## src/adcti_pkg.sv

```systemverilog
// Shared types, constants and the thermistor code ROM for the ADC table interpolator.
// No dependencies.
`timescale 1ns / 1ps
`default_nettype none

package adcti_pkg;

  localparam int CODE_W    = 12;
  localparam int TEMP_W    = 14;
  localparam int FRAC_BITS = 8;
  localparam int TABLE_ENTRIES = 41;
  localparam int ROM_SIZE  = 41;

  // entries actually used, and the number of segments between them
  localparam int USED      = (TABLE_ENTRIES < ROM_SIZE) ? TABLE_ENTRIES : ROM_SIZE;
  localparam int NUM_SEGS  = USED - 1;
  localparam int IDX_W     = (USED > 2) ? $clog2(USED) : 1;
  localparam int REM_W     = CODE_W + 1;
  localparam int QUOT_W    = FRAC_BITS + 1;
  localparam int SUM_W     = IDX_W + FRAC_BITS + 1;
  localparam int CNT_W     = $clog2(FRAC_BITS + 2);

  typedef struct packed {
    logic load;         // latch a new code, reset search bounds
    logic search_step;  // one binary search step
    logic div_init;     // set up the divider from the found segment
    logic div_step;     // one quotient bit
    logic out_load;     // capture the result into the output register
  } ctrl_cmd_t;

  typedef struct packed {
    logic oor;          // code outside the table span
    logic search_done;  // search bounds have met
    logic div_last;     // current divide step is the last one
  } dp_stat_t;

  // Thermistor codes, falling as temperature rises, 0..40 degrees.
  function automatic logic [CODE_W-1:0] rom_code(input logic [IDX_W-1:0] idx);
    logic [CODE_W-1:0] val;
    unique case (idx)
      6'd0:  val = 12'd3178;
      6'd1:  val = 12'd3139;
      6'd2:  val = 12'd3099;
      6'd3:  val = 12'd3059;
      6'd4:  val = 12'd3017;
      6'd5:  val = 12'd2975;
      6'd6:  val = 12'd2932;
      6'd7:  val = 12'd2888;
      6'd8:  val = 12'd2844;
      6'd9:  val = 12'd2799;
      6'd10: val = 12'd2754;
      6'd11: val = 12'd2708;
      6'd12: val = 12'd2662;
      6'd13: val = 12'd2615;
      6'd14: val = 12'd2569;
      6'd15: val = 12'd2521;
      6'd16: val = 12'd2474;
      6'd17: val = 12'd2427;
      6'd18: val = 12'd2379;
      6'd19: val = 12'd2331;
      6'd20: val = 12'd2284;
      6'd21: val = 12'd2236;
      6'd22: val = 12'd2189;
      6'd23: val = 12'd2141;
      6'd24: val = 12'd2094;
      6'd25: val = 12'd2048;
      6'd26: val = 12'd2001;
      6'd27: val = 12'd1955;
      6'd28: val = 12'd1909;
      6'd29: val = 12'd1864;
      6'd30: val = 12'd1819;
      6'd31: val = 12'd1775;
      6'd32: val = 12'd1731;
      6'd33: val = 12'd1688;
      6'd34: val = 12'd1645;
      6'd35: val = 12'd1603;
      6'd36: val = 12'd1562;
      6'd37: val = 12'd1522;
      6'd38: val = 12'd1482;
      6'd39: val = 12'd1442;
      6'd40: val = 12'd1404;
      default: val = '0;
    endcase
    return val;
  endfunction

endpackage

`default_nettype wire

```

## src/adcti_datapath.sv

```systemverilog
// Datapath: code register, binary segment search, restoring divider, result register.
// Depends on adcti_pkg.
`timescale 1ns / 1ps
`default_nettype none

module adcti_datapath
  import adcti_pkg::*;
(
  input  wire logic              clk_i,
  input  wire logic [CODE_W-1:0] adc_code_i,
  input  wire ctrl_cmd_t         cmd_i,
  output dp_stat_t               stat_o,
  output logic [TEMP_W-1:0]      temperature_q8_o,
  output logic                   out_of_range_o
);

  logic [CODE_W-1:0] code_q, code_d;
  logic [IDX_W-1:0]  lo_q, lo_d, hi_q, hi_d;
  logic              oor_q, oor_d;
  logic [REM_W-1:0]  rem_q, rem_d;
  logic [CODE_W-1:0] span_q, span_d;
  logic [QUOT_W-1:0] quot_q, quot_d;
  logic [CNT_W-1:0]  cnt_q, cnt_d;
  logic [TEMP_W-1:0] temp_q, temp_d;
  logic              oor_out_q, oor_out_d;

  logic [IDX_W:0]    mid_sum;
  logic [IDX_W-1:0]  mid;
  logic [IDX_W-1:0]  mid_next;
  logic [IDX_W-1:0]  lo_next;
  logic [CODE_W-1:0] seg_hi;
  logic [CODE_W-1:0] seg_lo;
  logic              ge;
  logic [REM_W-1:0]  rem_sub;
  logic [QUOT_W-1:0] frac;
  logic [SUM_W-1:0]  sum;

  always_comb begin
    mid_sum  = {1'b0, lo_q} + {1'b0, hi_q};
    mid      = mid_sum[IDX_W:1];
    mid_next = mid + IDX_W'(1);
    lo_next  = lo_q + IDX_W'(1);
    seg_hi   = rom_code(lo_q);
    seg_lo   = rom_code(lo_next);
    ge       = (rem_q >= {1'b0, span_q});
    rem_sub  = ge ? (rem_q - {1'b0, span_q}) : rem_q;
    frac     = (span_q == '0) ? '0 : quot_q;
    sum      = (SUM_W'(lo_q) << FRAC_BITS) + SUM_W'(frac);
  end

  always_comb begin
    code_d    = code_q;
    lo_d      = lo_q;
    hi_d      = hi_q;
    oor_d     = oor_q;
    rem_d     = rem_q;
    span_d    = span_q;
    quot_d    = quot_q;
    cnt_d     = cnt_q;
    temp_d    = temp_q;
    oor_out_d = oor_out_q;
    if (cmd_i.load) begin
      code_d = adc_code_i;
      lo_d   = '0;
      hi_d   = IDX_W'(NUM_SEGS - 1);
      oor_d  = (adc_code_i > rom_code('0)) ||
               (adc_code_i < rom_code(IDX_W'(USED - 1)));
    end
    if (cmd_i.search_step) begin
      // first segment whose lower entry is at or below the code
      if (rom_code(mid_next) <= code_q) begin
        hi_d = mid;
      end else begin
        lo_d = mid_next;
      end
    end
    if (cmd_i.div_init) begin
      span_d = seg_hi - seg_lo;
      rem_d  = {1'b0, seg_hi - code_q};
      quot_d = '0;
      cnt_d  = CNT_W'(FRAC_BITS + 1);
    end
    if (cmd_i.div_step) begin
      quot_d = {quot_q[QUOT_W-2:0], ge};
      rem_d  = {rem_sub[REM_W-2:0], 1'b0};
      cnt_d  = cnt_q - CNT_W'(1);
    end
    if (cmd_i.out_load) begin
      temp_d    = oor_q ? '0 : sum[TEMP_W-1:0];
      oor_out_d = oor_q;
    end
  end

  always_ff @(posedge clk_i) begin
    code_q    <= code_d;
    lo_q      <= lo_d;
    hi_q      <= hi_d;
    oor_q     <= oor_d;
    rem_q     <= rem_d;
    span_q    <= span_d;
    quot_q    <= quot_d;
    cnt_q     <= cnt_d;
    temp_q    <= temp_d;
    oor_out_q <= oor_out_d;
  end

  assign stat_o.oor         = oor_q;
  assign stat_o.search_done = (lo_q == hi_q);
  assign stat_o.div_last    = (cnt_q == CNT_W'(1));

  assign temperature_q8_o = temp_q;
  assign out_of_range_o   = oor_out_q;

endmodule

`default_nettype wire

```

## src/adcti_ctrl.sv

```systemverilog
// Controller: sequences accept, search, divide and result hand-off; owns handshakes.
// Depends on adcti_pkg.
`timescale 1ns / 1ps
`default_nettype none

module adcti_ctrl
  import adcti_pkg::*;
(
  input  wire logic clk_i,
  input  wire logic rst_ni,
  input  wire logic in_valid_i,
  output logic      in_ready_o,
  output logic      out_valid_o,
  input  wire logic out_ready_i,
  input  wire dp_stat_t stat_i,
  output ctrl_cmd_t cmd_o
);

  localparam logic [1:0] StIdle   = 2'd0;
  localparam logic [1:0] StSearch = 2'd1;
  localparam logic [1:0] StDivide = 2'd2;
  localparam logic [1:0] StFinish = 2'd3;

  logic [1:0] state_q, state_d;
  logic       out_valid_q, out_valid_d;
  logic       slot_free;

  assign slot_free = !out_valid_q || out_ready_i;

  always_comb begin
    state_d     = state_q;
    out_valid_d = out_valid_q && !out_ready_i;
    cmd_o       = '0;
    unique case (state_q)
      StIdle: begin
        if (in_valid_i) begin
          cmd_o.load = 1'b1;
          state_d    = StSearch;
        end
      end
      StSearch: begin
        if (stat_i.oor) begin
          state_d = StFinish;
        end else if (stat_i.search_done) begin
          cmd_o.div_init = 1'b1;
          state_d        = StDivide;
        end else begin
          cmd_o.search_step = 1'b1;
        end
      end
      StDivide: begin
        cmd_o.div_step = 1'b1;
        if (stat_i.div_last) begin
          state_d = StFinish;
        end
      end
      StFinish: begin
        if (slot_free) begin
          cmd_o.out_load = 1'b1;
          out_valid_d    = 1'b1;
          state_d        = StIdle;
        end
      end
      default: state_d = StIdle;
    endcase
  end

  always_ff @(posedge clk_i or negedge rst_ni) begin
    if (!rst_ni) begin
      state_q     <= StIdle;
      out_valid_q <= 1'b0;
    end else begin
      state_q     <= state_d;
      out_valid_q <= out_valid_d;
    end
  end

  assign in_ready_o  = (state_q == StIdle);
  assign out_valid_o = out_valid_q;

endmodule

`default_nettype wire

```

## src/adc_table_temperature_interp.sv

```systemverilog
// Top level of the thermistor ADC code to temperature converter.
// Depends on adcti_pkg, adcti_ctrl and adcti_datapath.
//
//  channel | signals                                   | dir | payload
//  --------+-------------------------------------------+-----+---------------------------
//  in      | in_valid_i / in_ready_o                   | in  | adc_code_i[11:0]
//  out     | out_valid_o / out_ready_i                 | out | temperature_q8_o[13:0],
//          |                                           |     | out_of_range_o
//
// One request at a time; an in-range code goes through accept, a
// binary search of up to 6 steps over the 40 ROM segments, divider set-up, 9
// restoring divide steps (one quotient bit per cycle), result capture.
// Out-of-range codes skip search and divide and go straight to result capture.
// Reset (rst_ni low, async) returns the controller to idle and drops out_valid_o.
// The result sits in an output register; a new request is accepted while it waits,
// and a finished computation only stalls when the previous result is still untaken.
`timescale 1ns / 1ps
`default_nettype none

module adc_table_temperature_interp
  import adcti_pkg::*;
(
  input  wire logic              clk_i,
  input  wire logic              rst_ni,
  input  wire logic              in_valid_i,
  output logic                   in_ready_o,
  input  wire logic [CODE_W-1:0] adc_code_i,
  output logic                   out_valid_o,
  input  wire logic              out_ready_i,
  output logic [TEMP_W-1:0]      temperature_q8_o,
  output logic                   out_of_range_o
);

  ctrl_cmd_t cmd;
  dp_stat_t  stat;

  // sequencing and handshakes
  adcti_ctrl u_ctrl (
    .clk_i       (clk_i),
    .rst_ni      (rst_ni),
    .in_valid_i  (in_valid_i),
    .in_ready_o  (in_ready_o),
    .out_valid_o (out_valid_o),
    .out_ready_i (out_ready_i),
    .stat_i      (stat),
    .cmd_o       (cmd)
  );

  // search, divide and output register
  adcti_datapath u_datapath (
    .clk_i            (clk_i),
    .adc_code_i       (adc_code_i),
    .cmd_i            (cmd),
    .stat_o           (stat),
    .temperature_q8_o (temperature_q8_o),
    .out_of_range_o   (out_of_range_o)
  );

`ifndef SYNTHESIS
  // out-of-range results always carry a zero temperature
  assert property (@(posedge clk_i) disable iff (!rst_ni)
    out_valid_o && out_of_range_o |-> temperature_q8_o == '0)
    else $error("out-of-range result with nonzero temperature");

  // after accepting a request the block is not ready again in the cycle after
  assert property (@(posedge clk_i) disable iff (!rst_ni)
    in_valid_i && in_ready_o |=> !in_ready_o)
    else $error("request accepted twice in a row");

  // the controller never issues two commands in the same cycle
  assert property (@(posedge clk_i) disable iff (!rst_ni)
    $onehot0({cmd.load, cmd.search_step, cmd.div_init, cmd.div_step, cmd.out_load}))
    else $error("conflicting datapath commands");
`endif

endmodule

`default_nettype wire
```

## config.mk

```make
export PLATFORM = sky130hd
export DESIGN_NAME = adc_table_temperature_interp
export DESIGN_NICKNAME = d
export VERILOG_FILES = /design/src/adcti_pkg.sv /design/src/adcti_datapath.sv /design/src/adcti_ctrl.sv /design/src/adc_table_temperature_interp.sv
export SDC_FILE = /design/constraint.sdc
export NUM_CORES = 1
export LEC_CHECK = 0
export BUFFER_PORTS_ARGS = -buffer_cell sky130_fd_sc_hd__buf_4
export CAP_MARGIN = 5
export CELL_PAD_IN_SITES_DETAIL_PLACEMENT = 0
export CELL_PAD_IN_SITES_GLOBAL_PLACEMENT = 1
export CORE_ASPECT_RATIO = 0.5
export CORE_MARGIN = 8
export CORE_UTILIZATION = 30
export CTS_BUF_LIST = sky130_fd_sc_hd__clkbuf_8
export DETAILED_ROUTE_END_ITERATION = 16
export GPL_ROUTABILITY_DRIVEN = 0
export HOLD_SLACK_MARGIN = 0.1
export PLACE_DENSITY_LB_ADDON = 0.1
export SLEW_MARGIN = 20
export SYNTH_ARGS = -nofsm -noshare
export SYNTH_HDL_FRONTEND = slang
export SYNTH_SLANG_ARGS = --single-unit
```

## constraint.sdc

```tcl
create_clock -name clk_i -period 7 [get_ports clk_i]
set_input_delay 0.35 -clock clk_i [delete_from_list [all_inputs] [get_ports clk_i]]
set_output_delay 0.35 -clock clk_i [all_outputs]
set_load 0.005 [all_outputs]
```

==> impl_metrics.tcl, run 1 <==
set metrics [dict create \
    areaGrowthSynthToFinish_pct 10.7 \
    start_kind "flip-flop" \
    wire_per_inst_um 19.0 \
    yosys_most_used_dff "edfxtp_1" \
    hold_end "u_datapath.code_q[5]$_DFFE_PP_" \
    hold_viol 0 \
    max_slew.worst_pin.slew_ns 0.856 \
    synth_top_area_share 0.237 \
    cts_tree "yes" \
    ioPinCount 33 \
    initial_core_util 0.308 \
    clock-sinks 93 \
    rr_startpoint "u_datapath.hi_q[0]$_DFF_P_" \
    hold_start "adc_code_i[5]" \
    cp_max_fo 18 \
    grt_pass1_wl_um 40500 \
    status "finished, final reports clean" \
    syn-cell-area_mm2 0.00822 \
    nets 1101 \
    maxCapViolations 0 \
    cts-root-buf "clkbuf_8" \
    syn_area_per_cell_um2 8.44 \
    drtIter0Drc 671 \
    rr_worst_depth 25 \
    critical_path_class "reg -> reg" \
    grt_max_degree 26 \
    r2r-end "u_datapath.seg_hi[6]$_DFF_P_" \
    drive_gt1_frac 0.107 \
    drc_errors 0 \
    finalCritPeriodShare 0.903 \
    synth_area_leaders "edfxtp_1, ha_1, dfxtp_1" \
    yosysSeqAreaShare 0.307 \
    die_h_um 133 \
    final-setup-viol-count 0 \
    dpl_cell_area_mm2 0.00888 \
    cp-end-kind "flip-flop" \
    report.final.slew_viol_count 0 \
    portBuffers 32 \
    crit_arrival_ns 6.55 \
    drtAntennaViolNets 0 \
    drt_first_pass_iters 5 \
    grt.total_usage 0.152 \
    via_count 7277 \
    r2r_slack_ns 0.68 \
    clk_latency_ns 0.38 \
    dieArea_mm2 0.0333 \
    fmax_mhz 158 \
    synth_edf_count 65 \
    ys_async_sr_fraction 0.0323 \
    gr-total-overflow 0 \
    ys_warn_count 0 \
    min_path_cells 1 \
    worstHoldPathType "in -> reg" \
    antenna_found_initial 0 \
    cts_max_level 3 \
    die_x_um 250 \
    required_ns 7.23 \
    final_area_mm2 0.00911 \
    core_mm2 0.0267 \
    postSynthCellCount 974 \
    cts_buffers 9 \
    viasPerCell 5.38 \
    routed_wl_um 25700 \
    num_rows 42 \
    antenna_cells 0 \
    yosysUniqueCellTypes 83 \
    synth_top_cell_by_area "edfxtp_1" \
    cts_buffer_depth 2 \
    dp_hpwl_um 19700 \
    relSlewSlack 0.429 \
    grt_pass1_vias 6881 \
    clk_pin_slew_worst_paths_ns 0.11 \
    setup_tns_ns 0 \
    synth-seq-cells 93 \
    clock_skew_ns 0.0128 \
    rsz0062_at_grt "false" \
    synth_nets 1079 \
    period_minus_slack_ns 6.32 \
]
routing by layer:
metal / track usage / wire length, µm / vias to the layer above
li1: - / - / 3576
met1: 0.225 / 13200 / 3495
met2: 0.229 / 11100 / 182
met3: 0.0209 / 1050 / 24
met4: 0.0364 / 333 / 0
met5: 0 / 0 / -
placed cells by master, fill, tap and decap left out, drive strengths merged, types with 21 or more instances in the layout:
cell,count
a21oi,76
and2,21
buf,60
dfxtp,25
edfxtp,65
ha,85
inv,69
nand2,88
nand3,22
nor2,97
nor3,37
o21ai,66
xnor2,35
how the worst max path moves through the flow:
stage / startpoint / end / slack (ns) / cells after the start
3_3_place_gp: u_datapath.hi_q[0]$_DFF_P_ / u_datapath.seg_hi[5]$_DFF_P_ / 0.42 / 24
2_1_floorplan: u_datapath.lo_q[1]$_DFF_P_ / u_datapath.seg_hi[6]$_DFF_P_ / 0.12 / 28
4_1_cts: u_datapath.hi_q[0]$_DFF_P_ / u_datapath.seg_hi[5]$_DFF_P_ / 0.39 / 25
3_5_place_dp: u_datapath.hi_q[0]$_DFF_P_ / u_datapath.seg_hi[5]$_DFF_P_ / 0.43 / 25
5_1_grt: u_datapath.hi_q[0]$_DFF_P_ / u_datapath.seg_hi[5]$_DFF_P_ / 0.16 / 25
6_report: u_datapath.hi_q[0]$_DFF_P_ / u_datapath.seg_hi[6]$_DFF_P_ / 0.68 / 25
logic make-up (layout without fill, tap and decap cells):
family | Yosys count | in the layout | synth area share
adders and majority gates | 89 | 89 | 0.139
muxes | 25 | 25 | 0.0332
AOI/OAI and AO/OA | 282 | 282 | 0.225
and+or+nand+nor | 315 | 315 | 0.178
buffers and inverters | 116 | 143 | 0.0571
DFF | 93 | 93 | 0.307
xor gates and xnor gates | 54 | 54 | 0.0612
cell type report:
class	instances	area [µm²]
fillers	2804	17600
clock buffers	9	124
clock inverters	7	65.1
flip-flops and latches	93	2530
multi-input cells	765	5240
repair buffers	61	460
inverters	66	251
well taps	352	440
cells in the mapped netlist (15+ instances only):
cell      number
nand3_1       21
a211oi_1      15
edfxtp_1      65
ha_1          85
nor2_1        95
o21ai_0       61
xnor2_1       33
nor3_1        37
a21oi_1       76
inv_1         62
mux2i_1       19
nand2_1       88
and2_1        21
dfxtp_1       25
a21o_1        16
xor2_1        17
nor2b_1       15
clkbuf_1      34
timing repair:
item | 4_1_cts | 5_1_grt
setup endpoints to repair | 0 | 5
hold buffers | 1 | 0
buffers inserted | 0 | 3
resized for setup | 0 | 1
endpoints found under the hold margin | 3 | 0
critical path, cell delays in order (launching register included):
cell	delay, ns
dfxtp_1	0.35
ha_1	0.19
inv_1	0.06
fa_1	0.42
nand2b_1	0.16
a21oi_1	0.22
xnor2_1	0.41
xor2_1	0.26
buf_4	0.27
nand2_1	0.15
o21ba_2	0.23
o32ai_1	0.14
nand2_1	0.09
a31o_2	0.25
ha_1	0.28
nor2b_1	0.13
o211ai_1	0.16
a211oi_1	0.15
o31ai_4	0.35
buf_4	0.19
mux2_2	0.43
ha_1	0.56
nor2_1	0.12
a211oi_1	0.24
o21bai_1	0.14
o221ai_1	0.20
per-stage QoR:
step                hold slack [ns]  std cells  utilization  worst slack, ns
finish                        0.151       1353        0.341            0.681
global placement              0.147       1333        0.333            0.424
global route                  0.120       1353        0.341            0.161
floorplan                    0.0544        974            -            0.120
CTS                           0.121       1350        0.340            0.388
detailed placement            0.145       1333        0.333            0.435
sequential cells by signal, summed over array words and instances, names as in the netlist, 2 cells and up:
name	flops
u_ctrl.state_q	2
u_datapath.cnt_q	4
u_datapath.code_q	12
u_datapath.hi_q	6
u_datapath.lo_q	6
u_datapath.quot_q	9
u_datapath.rem_q	13
u_datapath.seg_hi	12
u_datapath.span_q	12
u_datapath.temperature_q8_o	14
Power of run 1 is not shown: default switching activity piles up to over one toggle a cycle in this logic, so the estimate is an artifact.
==> inputs of run 2 (changes only) <==
Settings changed: ABC_AREA from default to 1.
==> impl_metrics.tcl, run 2 <==
set metrics [dict create \
    postSynthCellCount 1131 \
    layout_common_cells "nand2_1, inv_1, nor2_1" \
    via_count 7660 \
    maxCapViolations 0 \
    grt_pass1_wl_um 40600 \
    start_kind "flip-flop" \
    drive_gt1_frac 0.0880 \
    nFillCells 2940 \
    yosysSeqAreaShare 0.306 \
    cts_buffers 9 \
    synth_top_area_share 0.237 \
    rsz0062_at_grt "false" \
    required_ns 7.30 \
    yosys_most_used_dff "edfxtp_1" \
    drc_errors 0 \
    largest_reg_flops 14 \
    clk_latency_ns 0.41 \
    portBuffers 32 \
    multi_input_area_mm2 0.00491 \
    viasPerCell 5.00 \
    antenna_cells 0 \
    fin_cells 1531 \
    die_h_um 133 \
    finalCritPeriodShare 0.907 \
    crit_arrival_ns 6.65 \
    synth_area_leaders "edfxtp_1, ha_1, nand2_1" \
    grt_pass1_vias 7330 \
    drt_first_pass_iters 6 \
    setup_tns_ns 0 \
    cts_tree "yes" \
    ys_warn_count 0 \
    grt.total_usage 0.152 \
    num_rows 43 \
    syn_area_per_cell_um2 7.29 \
    drtAntennaViolNets 0 \
    routed_wl_um 25500 \
    synth_edf_count 65 \
    wire_per_inst_um 16.7 \
    clk_pin_slew_worst_paths_ns 0.11 \
    path_common_cell "nand2_1" \
    period_minus_slack_ns 6.35 \
    grt_max_degree 26 \
    ys_async_sr_fraction 0.0323 \
    critical_path_class "reg -> reg" \
    clock-sinks 93 \
    synth-seq-cells 93 \
    nets 1271 \
    max_slew.worst_pin.slew_ns 0.887 \
    cts_max_level 3 \
    syn-cell-area_mm2 0.00825 \
    cp_max_fo 17 \
    report.final.slew_viol_count 0 \
    dieArea_mm2 0.0334 \
    drtIter0Drc 686 \
    relSlewSlack 0.407 \
    max_stage_delay_ns 0.58 \
    place_inst 1501 \
    final-setup-viol-count 0 \
    cp-end-kind "flip-flop" \
    path_delay_family "adder cells" \
    hold_viol 0 \
    critPathSlowestCell "dfxtp_1" \
    gr-total-overflow 0 \
    cp_num_buf_inv 6 \
    areaGrowthSynthToFinish_pct 11.1 \
    synth_top_cell_by_area "edfxtp_1" \
    fmax_mhz 158 \
    synth_nets 1236 \
    dp_hpwl_um 20100 \
    seq_area_mm2 0.00253 \
    yosysUniqueCellTypes 56 \
    cts_buffer_depth 2 \
    antenna_found_initial 0 \
    initial_core_util 0.301 \
    die_x_um 251 \
    status "finished, final reports clean" \
    synth_common_cells "nand2_1, inv_1, nor2_1" \
    worstHoldPathType "in -> reg" \
    cts-root-buf "clkbuf_8" \
    core_mm2 0.0274 \
    final_common_cell "nand2_1" \
    yosysMostFrequentCell "nand2_1" \
    clock_skew_ns 0.0139 \
    ioPinCount 33 \
]
[run 2: cell types whose count changed after synthesis, moves of 15 or more]
cell / previous run / this run
inv_1: 62 / 151
nor3_1: 37 / 16
nor2b_1: 15 / 0
nand2_1: 88 / 243
clkbuf_1: 34 / 12
o21ai_0: 61 / 81
mux2i_1: 19 / 0
nand3_1: 21 / 63
and2_1: 21 / 1
xnor2_1: 33 / 10
[run 2: cell type report]
class | count | area share
Inverter | 167 | 0.0696
Clock inverter | 7 | 0.00915
Sequential cell | 93 | 0.276
Timing Repair Buffer | 53 | 0.0464
Multi-Input combinational cell | 842 | 0.536
Tap cell | 360 | 0.0492
Clock buffer | 9 | 0.0135
[run 2: worst paths after layout]
path	start	end	slack (ns)	cells past startpoint
worst max-delay path	u_datapath.lo_q[0]$_DFF_P_	u_datapath.seg_hi[6]$_DFF_P_	0.65	32
worst min-delay path	adc_code_i[7]	u_datapath.code_q[7]$_DFFE_PP_	0.14	1
worst max register to register	u_datapath.lo_q[0]$_DFF_P_	u_datapath.seg_hi[6]$_DFF_P_	0.65	32
worst min register to register	u_datapath.hi_q[5]$_DFF_P_	u_datapath.hi_q[5]$_DFF_P_	0.49	2
max in group asynchronous	rst_ni	u_ctrl.state_q[1]$_DFFE_PN0P_	6.64	2
min in group asynchronous	rst_ni	u_ctrl.out_valid_o$_DFF_PN0_	0.27	2
[run 2: cells by family (layout without fill, tap and decap cells)]
group                    after synthesis  count (layout)  synth area share
AO/OA/AOI/OAI                        240             240             0.167
XOR/XNOR                              30              30            0.0328
adder cells (fa/ha/maj)               89              89             0.139
buffers and inverters                196             236            0.0989
flip-flops                            93              93             0.306
AND/OR/NAND/NOR                      483             483             0.256
[run 2: what timing repair did]
item	in CTS	in global routing
hold buffers	11	0
buffers inserted	0	3
endpoints found under the hold margin	13	0
resized for setup	0	2
setup endpoints to repair	0	8
[run 2: layer usage]
metal	share of wire	GRT usage	vias to the layer above
li1	-	-	3890
met1	0.50	0.215	3529
met2	0.43	0.236	196
met3	0.039	0.0218	45
met4	0.024	0.0473	0
met5	0	0	-
[run 2: through the flow]
| step | util | hold WS, ns | setup WS (ns) | instance area [µm²] |
|---|---|---|---|---|
| global placement | 0.322 | 0.143 | 0.690 | 8820 |
| finish | 0.335 | 0.135 | 0.651 | 9160 |
| floorplan | - | 0.0544 | 1.61 | 8250 |
| CTS | 0.334 | 0.102 | 0.532 | 9130 |
| detailed placement | 0.322 | 0.145 | 0.551 | 8820 |
| global route | 0.335 | 0.103 | 0.0981 | 9160 |
Power of run 2 is left out for the same reason.
==> inputs of run 3 (changes only) <==
Clock period 7 ns to 6.1 ns, I/O delays scaled along.
==> impl_metrics.tcl, run 3 (synthesized netlist as in run 2, its figures left out) <==
set metrics [dict create \
    status "finished, final reports clean" \
    die_h_um 133 \
    crit_arrival_ns 5.75 \
    critPathSlowestCell "dfxtp_2" \
    min_path_cells 4 \
    num_rows 43 \
    critical_path_class "reg -> reg" \
    initial_core_util 0.301 \
    nFillCells 2986 \
    report.final.slew_viol_count 0 \
    antenna_found_initial 0 \
    required_ns 6.38 \
    cts_max_level 3 \
    largest_reg_flops 14 \
    max_slew.worst_pin.slew_ns 0.900 \
    dieArea_mm2 0.0334 \
    areaGrowthSynthToFinish_pct 12.0 \
    maxCapViolations 0 \
    gr-total-overflow 0 \
    grt_pass1_vias 7232 \
    antenna_cells 0 \
    layout_common_cells "nand2_1, inv_1, nor2_1" \
    clk_latency_ns 0.40 \
    drc_errors 0 \
    period_minus_slack_ns 5.48 \
    start_kind "flip-flop" \
    relSlewSlack 0.398 \
    nets 1279 \
    cts-root-buf "clkbuf_8" \
    drtIter0Drc 612 \
    rsz0062_at_grt "false" \
    drive_gt1_frac 0.0933 \
    clk_pin_slew_worst_paths_ns 0.11 \
    routed_wl_um 25200 \
    final_common_cell "nand2_1" \
    core_mm2 0.0274 \
    cts_tree "yes" \
    rr_worst_depth 32 \
    via_count 7638 \
    grtUsageMet2 0.225 \
    hold_viol 0 \
    cts_buffer_depth 2 \
    viasPerCell 4.96 \
    die_x_um 251 \
    cp-end-kind "flip-flop" \
    clock_skew_ns 0.0158 \
    drtAntennaViolNets 0 \
    setup_tns_ns 0 \
    path_common_cell "nand2_1" \
    grt_pass1_wl_um 40200 \
    cts_setup_buffers 0 \
    max_stage_delay_ns 0.45 \
    worstHoldPathType "in -> reg" \
    clock-sinks 93 \
    dp_hpwl_um 20100 \
    grt_max_degree 27 \
    busiest_layer "met2" \
    ioPinCount 33 \
    drt_first_pass_iters 5 \
    grt_use_met1 0.214 \
    wire_per_inst_um 16.4 \
    fmax_mhz 183 \
    cp_max_fo 11 \
    cts_buffers 9 \
    hold_slack_ns 0.174 \
    grt.total_usage 0.150 \
    portBuffers 32 \
    final-setup-viol-count 0 \
    finalCritPeriodShare 0.898 \
    grtUsageMet3 0.0286 \
]
## run 3: worst paths after layout
| check | startpoint | to | slack [ns] |
|---|---|---|---|
| setup reg to reg | u_datapath.lo_q[0]$_DFF_P_ | u_datapath.seg_hi[6]$_DFF_P_ | 0.62 |
| min in group asynchronous | rst_ni | u_ctrl.out_valid_o$_DFF_PN0_ | 0.23 |
| hold / removal | out_ready_i | u_ctrl.out_valid_o$_DFF_PN0_ | 0.17 |
| max in group asynchronous | rst_ni | u_ctrl.state_q[1]$_DFFE_PN0P_ | 5.78 |
| hold reg to reg | u_datapath.hi_q[5]$_DFF_P_ | u_datapath.hi_q[5]$_DFF_P_ | 0.50 |
| setup / recovery | u_datapath.lo_q[0]$_DFF_P_ | u_datapath.seg_hi[6]$_DFF_P_ | 0.62 |
## run 3: worst max-delay path: cells and delay by family, from the launching register on
| family | cells | cell delay, ns |
|---|---|---|
| AND/OR/NAND/NOR | 19 | 2.24 |
| adder cells (fa/ha/maj) | 4 | 1.33 |
| buffers and inverters | 6 | 0.89 |
| flip-flops | 1 | 0.45 |
| AO/OA/AOI/OAI | 2 | 0.26 |
| XOR/XNOR | 1 | 0.16 |
## run 3: per-layer routing
layer | vias to the layer above | wire, µm
li1 | 3902 | -
met1 | 3497 | 12600
met2 | 200 | 10500
met3 | 39 | 1400
met4 | 0 | 602
met5 | - | 0
## run 3: layout make-up
class | instances | area (µm²) | area share
Clock buffer | 9 | 124 | 0.0134
Tap cell | 360 | 450 | 0.0488
Clock inverter | 7 | 86.3 | 0.00934
Timing Repair Buffer | 61 | 490 | 0.0531
Inverter | 167 | 638 | 0.0691
Multi-Input combinational cell | 842 | 4920 | 0.533
Sequential cell | 93 | 2530 | 0.274
## run 3: stage by stage
stage / utilization / instance area (µm²) / setup slack (ns) / cells
floorplan: - / 8250 / 0.711 / 1131
global placement: 0.324 / 8880 / 0.144 / 1510
detailed placement: 0.324 / 8880 / 0.181 / 1510
CTS: 0.337 / 9220 / 0.146 / 1539
global route: 0.337 / 9240 / 0.0512 / 1539
finish: 0.337 / 9240 / 0.623 / 1539
## run 3: repair_timing
action / in CTS / in global routing
hold buffers: 13 / 0
endpoints found under the hold margin: 15 / 0
endpoints found under the setup margin: 0 / 11
gates resized for setup: 0 / 4
Power of run 3 is left out for the same reason.
